--- src/neighbor_mac_cache_macros.svh ---
// Assertion macros used by the neighbor cache controller.
`ifndef NEIGHBOR_MAC_CACHE_MACROS_SVH
`define NEIGHBOR_MAC_CACHE_MACROS_SVH
`ifndef NO_ASSERTIONS
`define NMC_ASSERT_SAME(lbl, clk, rstn, ante, cons, msg) \
  lbl: assert property (@(posedge clk) disable iff (!rstn) (ante) |-> (cons)) else $error(msg);
`define NMC_ASSERT_NEXT(lbl, clk, rstn, ante, cons, msg) \
  lbl: assert property (@(posedge clk) disable iff (!rstn) (ante) |=> (cons)) else $error(msg);
`else
`define NMC_ASSERT_SAME(lbl, clk, rstn, ante, cons, msg)
`define NMC_ASSERT_NEXT(lbl, clk, rstn, ante, cons, msg)
`endif
`endif

--- src/nmc_pkg.sv ---
`default_nettype none
package nmc_pkg;
  localparam int BUCKETS   = 256;
  localparam int WAYS      = 5;
  localparam int BKT_W     = $clog2(BUCKETS);
  localparam int FILL_W    = $clog2(WAYS + 1);
  localparam int ADDR_W    = $clog2(BUCKETS * WAYS);
  localparam int ENTRY_W   = 240;
  localparam logic [31:0] FNV_BASIS = 32'd2166136261;
  localparam logic [31:0] FNV_PRIME = 32'd16777619;
  localparam logic [7:0]  MCAST_BYTE = 8'hFF;
  localparam logic [15:0] MCAST_PFX  = 16'h3333;
  localparam logic        CMD_LEARN   = 1'b0;
  localparam logic        CMD_RESOLVE = 1'b1;

  typedef struct packed {
    logic load;
    logic hash_step;
    logic set_bkt;
    logic scan;
    logic chk;
    logic wr;
    logic present;
  } nmc_cmd_t;

  typedef struct packed {
    logic clearing;
    logic hash_last;
    logic resolve;
    logic multicast;
    logic scan_end;
    logic match;
  } nmc_sts_t;
endpackage
`default_nettype wire

--- src/nmc_ctrl.sv ---
`default_nettype none
`include "neighbor_mac_cache_macros.svh"
module nmc_ctrl (
  input  wire logic              clk,
  input  wire logic              rst_n,
  input  wire logic              in_tvalid,
  output logic                   in_tready,
  output logic                   out_tvalid,
  input  wire logic              out_tready,
  input  wire nmc_pkg::nmc_sts_t sts,
  output nmc_pkg::nmc_cmd_t      cmd
);
  import nmc_pkg::*;

  typedef enum logic [2:0] {IDLE, HASH, BKT, SCAN, CHK, WR, DONE} state_t;

  state_t state_r, state_nxt;
  logic   out_valid_r, out_valid_nxt;

  assign in_tready  = (state_r == IDLE) && !sts.clearing;
  assign out_tvalid = out_valid_r;

  always_comb begin
    cmd           = '0;
    state_nxt     = state_r;
    out_valid_nxt = out_valid_r && !out_tready;
    case (state_r)
      IDLE: begin
        cmd.load = in_tvalid && !sts.clearing;
        if (in_tvalid && !sts.clearing) state_nxt = HASH;
      end
      HASH: begin
        cmd.hash_step = 1'b1;
        if (sts.hash_last) state_nxt = BKT;
      end
      BKT: begin
        cmd.set_bkt = 1'b1;
        state_nxt = (sts.resolve && sts.multicast) ? DONE : SCAN;
      end
      SCAN: begin
        cmd.scan = 1'b1;
        if (!sts.scan_end) state_nxt = CHK;
        else if (sts.resolve) state_nxt = DONE;
        else state_nxt = WR;
      end
      CHK: begin
        cmd.chk = 1'b1;
        if (!sts.match) state_nxt = SCAN;
        else if (sts.resolve) state_nxt = DONE;
        else state_nxt = WR;
      end
      WR: begin
        cmd.wr = 1'b1;
        state_nxt = DONE;
      end
      DONE: begin
        if (!out_valid_r || out_tready) begin
          cmd.present   = 1'b1;
          out_valid_nxt = 1'b1;
          state_nxt     = IDLE;
        end
      end
      default: state_nxt = IDLE;
    endcase
  end

  always_ff @(posedge clk) begin
    if (!rst_n) begin
      state_r     <= IDLE;
      out_valid_r <= 1'b0;
    end else begin
      state_r     <= state_nxt;
      out_valid_r <= out_valid_nxt;
    end
  end

  `NMC_ASSERT_NEXT(a_accept_hash, clk, rst_n, in_tvalid && in_tready, state_r == HASH,
    "accepted beat did not start hashing")
  `NMC_ASSERT_SAME(a_no_resolve_write, clk, rst_n, cmd.wr, !sts.resolve,
    "cache written during a resolve")
  `NMC_ASSERT_NEXT(a_resolve_miss_done, clk, rst_n,
    state_r == SCAN && sts.scan_end && sts.resolve, state_r == DONE,
    "resolve miss did not finish")
endmodule
`default_nettype wire

--- config.mk ---
export PLATFORM = sky130hd
export DESIGN_NAME = nmc_ctrl
export DESIGN_NICKNAME = d
export VERILOG_FILES = /design/src/nmc_pkg.sv /design/src/nmc_ctrl.sv
export VERILOG_INCLUDE_DIRS = /design/src /design/src/src
export SDC_FILE = /design/constraint.sdc
export NUM_CORES = 1
export LEC_CHECK = 0
export BUFFER_PORTS_ARGS = -buffer_cell sky130_fd_sc_hd__buf_2
export CELL_PAD_IN_SITES_DETAIL_PLACEMENT = 0
export CELL_PAD_IN_SITES_GLOBAL_PLACEMENT = 1
export CORE_AREA = 2 2 39 41
export CTS_BUF_LIST = sky130_fd_sc_hd__clkbuf_2 sky130_fd_sc_hd__clkbuf_4 sky130_fd_sc_hd__clkbuf_8
export DETAILED_ROUTE_END_ITERATION = 8
export DIE_AREA = 0 0 41 43
export PLACE_DENSITY = 0.75
export SLEW_MARGIN = 20
export SYNTH_ARGS = -nofsm -noshare
export SYNTH_HDL_FRONTEND = slang
export SYNTH_SLANG_ARGS = --single-unit
--- constraint.sdc ---
create_clock -name clk -period 1.09 [get_ports clk]
set_input_delay 0.109 -clock clk [delete_from_list [all_inputs] [get_ports clk]]
set_output_delay 0.109 -clock clk [all_outputs]
set_load 0.02 [all_outputs]
# --- Word level (Yosys, flattened, before mapping) ---
# Cells that the tools add are included.
op_classes:
  reduce_logical: 10
  n_eq_ne: 9
  muxes: 18
ops:
  columns: ["op", "n"]
  rows:
  - ["case mux 3 bit (7 select lines)", 1]
  - ["two-way mux 3 bit", 5]
  - ["two-way mux 1 bit", 10]
  - ["equality test 3 bit, second input constant", 3]
  - ["equality test 3 x 2 -> 1 bit, second input constant", 2]
  - ["logical AND 1 bit", 4]
  - ["two-way mux 2 bit", 2]
  - ["inequality test 2 bit, second input constant", 2]
  - ["equality test 3 x 1 -> 1 bit, second input constant", 1]
  - ["logical NOT 1 bit", 3]
  - ["logical NOT 3 bit", 1]
  - ["AND reduction 3 bit", 1]
  - ["inequality test 2 x 1 -> 1 bit, second input constant", 1]
  - ["logical OR 1 bit", 1]
totals:
  out_inout_bits: 9
  input_bits: 10
  register_bits: 4

# --- Logic depth before layout (Yosys ltp) ---
depth:
  ltp_word: 4
  ltp_mapped: 5

# --- Worst setup path after synthesis ---
# OpenSTA, ideal clock, no wires.
synth_path:
  path_type: "reg-to-output"
  startpoint: "register state_r[1]"
  endpoint: "output port cmd[6] (netlist name)"
  path_slack_ps: -337
  arrival_ps: 1318
  stages_incl_launch_ff: 4
  required_time_ps: 981
  path_buffers: 1
  path_cell_list: "dfxtp_1 -> buf_4 -> nor4_2 -> and2_1"
synth_rtl:
  columns: ["element", "line", "rtl"]
  rows:
  - ["start: declaration", "nmc_ctrl.sv:17", "state_t state_r, state_nxt;"]
  - ["start signal: assignment", "nmc_ctrl.sv:72", "state_r <= state_nxt;"]
  - ["end: declaration", "nmc_ctrl.sv:11", "output nmc_pkg::nmc_cmd_t cmd"]

==> results_dict.tcl <==
set metrics [dict create \
    status "finished, violations left" \
    violations "setup timing" \
    vias_per_cell 4.782 \
    timing_hold_violations_final 0 \
    synth_top_cell_by_area "dfxtp_1" \
    synth_nets 53 \
    leakagePower_nw 0.4017 \
    fin_crit_sh_pct 123.1 \
    grt_max_degree 8 \
    routed_wl_mm 1.264 \
    clk_pin_slew_worst_paths_ns 0.04 \
    timing.fmax_mhz 745.2 \
    min_from "rst_n" \
    dieArea_sq_um 1763 \
    diodes 0 \
    final.min_clock_period_ns 1.342 \
    cap_violations 0 \
    pin_count 19 \
    worstPathRequired_ns 0.98 \
    report.final.setup_viol 12 \
    worst_slew_pin_slew_ns 0.3212 \
    ys.warnings.count 0 \
    cts.path.max_buffers 2 \
    antenna_found_initial 0 \
    crit_type "register to primary output" \
    dr.pass1.iters 4 \
    fillers 110 \
    cp-startpoint "state_r[2]" \
    holdCritPathClass "input pin to register" \
    finClkSkew_ns 0.0006398 \
    powerDensity_nw_per_um2 2002 \
    critPathLaunchType "register" \
    yosysSeqAreaShare_pct 24.24 \
    placed_cells 87 \
    cts_tree "yes" \
    netlist_instances 43 \
    grt_overflow_total 0 \
    synth.area.top_cells "dfxtp_1 24%, o21a_1 9.1%, and3b_1 5.3%" \
    synth.ff_latch_count 4 \
    finalMaxSlewViolations 0 \
    finalNetCount 97 \
    dieHeight_um 43 \
    regToRegStartpoint "state_r[0]" \
    setup_ws_ns -0.2520 \
    htree_num_levels 1 \
    rsz0062_at_grt "true" \
    dr_total_vias 483 \
    cp.arrival_ns 1.23 \
    numCtsBuffers 3 \
    worst_skew_pair.late_latency_ns 0.24 \
    place_congestion 0.6768 \
    fin_area_sq_um 850.8 \
    start_util_pct 23.87 \
    critPathCaptureType "primary output" \
    drcViolationCount 0 \
    core-area_sq_um 1384 \
    peakVddDrop_v 0.0009004 \
    std_cell_rows 14 \
    dp_hpwl_um 704.6 \
    grt_pass1_wl_mm 1.890 \
    place_area_sq_um 546.8 \
    drt_iter0_markers 4 \
    clkSinkCount 4 \
    gr-usage-all-layers_pct 15.79 \
    holdBufCountCts 0 \
    path_max_fanout 3 \
    netlist_area_sq_um 330.3 \
    grt_pass1_vias 459 \
    final_layout_size_suffix_gt1_share_pct 80.00 \
    post_drt_wl_per_cell_um 12.51 \
    final_common_cell "buf_6" \
    root_buffer "clkbuf_4" \
    relSlewSlack_pct 78.55 \
    stdcell_count 101 \
    drtAntennaViolNets 0 \
    syn_to_final_growth_pct 157.6 \
    die_w_um 41 \
    ys_types 22 \
    portBuffers 18 \
    synth.avg_cell_area_sq_um 7.682 \
    layout_common_cells "19 x buf_6, 12 x buf_4, 10 x buf_2" \
    synth.top_cell.area_share_pct 24.24 \
]
[flip-flops by register name, summed over array words and instances, names as in the netlist]
register / cells
out_tvalid: 1
state_r: 3
[critical path: stages, from the launching register on]
cell	delay, ns
dfxtp_2	0.33
buf_6	0.12
nor4_4	0.27
and2_4	0.18
buf_6	0.10
[kinds of logic after synthesis]
kind of cell	count (synthesis)	share of synthesized area, %
AND/OR/NAND/NOR	21	38.63
AO/OA/AOI/OAI	13	26.90
buffers and inverters	5	10.23
flip-flops	4	24.24
[final cells by class]
class,instances,area (sq um),area share [%]
Sequential cell,4,88.84,10.44
Tap cell,16,20.02,2.353
Inverter,2,7.507,0.8824
Clock buffer,3,22.52,2.647
Timing Repair Buffer,42,369.1,43.38
Multi-Input combinational cell,34,342.8,40.29
[final timing paths]
path                endpoint  slack (ns)  depth (start not counted)
setup / recovery      cmd[6]       -0.25                          4
hold / removal    state_r[1]        0.14                          2
setup reg to reg  state_r[1]       -0.16                          6
hold reg to reg   out_tvalid        0.68                          2
[routing by layer]
| metal | up-vias | GRT usage, % | routed length [um] |
|---|---|---|---|
| met5 | - | 0 | 0 |
| met4 | 0 | 8.000 | 0 |
| met3 | 0 | 2.094 | 41 |
| met2 | 10 | 26.88 | 741 |
| met1 | 230 | 17.80 | 482 |
| li1 | 243 | - | - |
[cells in the mapped netlist]
cell      instances
a211oi_1          1
a21oi_1           2
a311oi_1          1
a41o_1            1
and2_1            2
and3b_1           2
buf_4             2
buf_6             1
dfxtp_1           4
inv_1             2
nand2_1           3
nand2b_1          2
nand3_1           1
nor2_1            4
nor2b_1           1
nor3_1            3
nor3b_1           1
nor3b_2           1
nor4_2            1
o21a_1            4
o21ai_0           2
o22ai_1           2
[stage by stage]
| step | TNS [ns] | hold slack (ns) | power (mW) | utilization [%] | worst slack, ns |
|---|---|---|---|---|---|
| after global placement | -0.7433 | 0.3772 | 0.9005 | 39.51 | -0.1639 |
| final | -1.839 | 0.1438 | 1.703 | 61.48 | -0.2520 |
| after CTS | -1.854 | 0.1314 | 1.589 | 57.59 | -0.2628 |
| after global routing | -2.295 | 0.1498 | 1.789 | 61.48 | -0.3033 |
| after detailed placement | -0.9718 | 0.3846 | 0.9067 | 39.51 | -0.1885 |
| after floorplan | -0.2889 | 0.2266 | 0.6525 | - | -0.1206 |
[report_power, final]
part	leakage (nW)	internal [mW]	switching, mW	total (mW)
logic	0.353	0.726	0.547	1.27
registers	0.0345	0.198	0.0444	0.243
clock network	0.0138	0.123	0.0639	0.187
total	0.402	1.05	0.655	1.70
[timing repair]
| action | in CTS | in global routing |
|---|---|---|
| hold endpoints to repair | 0 | 0 |
| gates resized for setup | 41 | 16 |
| setup endpoints to repair | 12 | 12 |
| setup buffers | 13 | 1 |
| pin swaps | 16 | 5 |
Power figures use the tool's default switching activity.
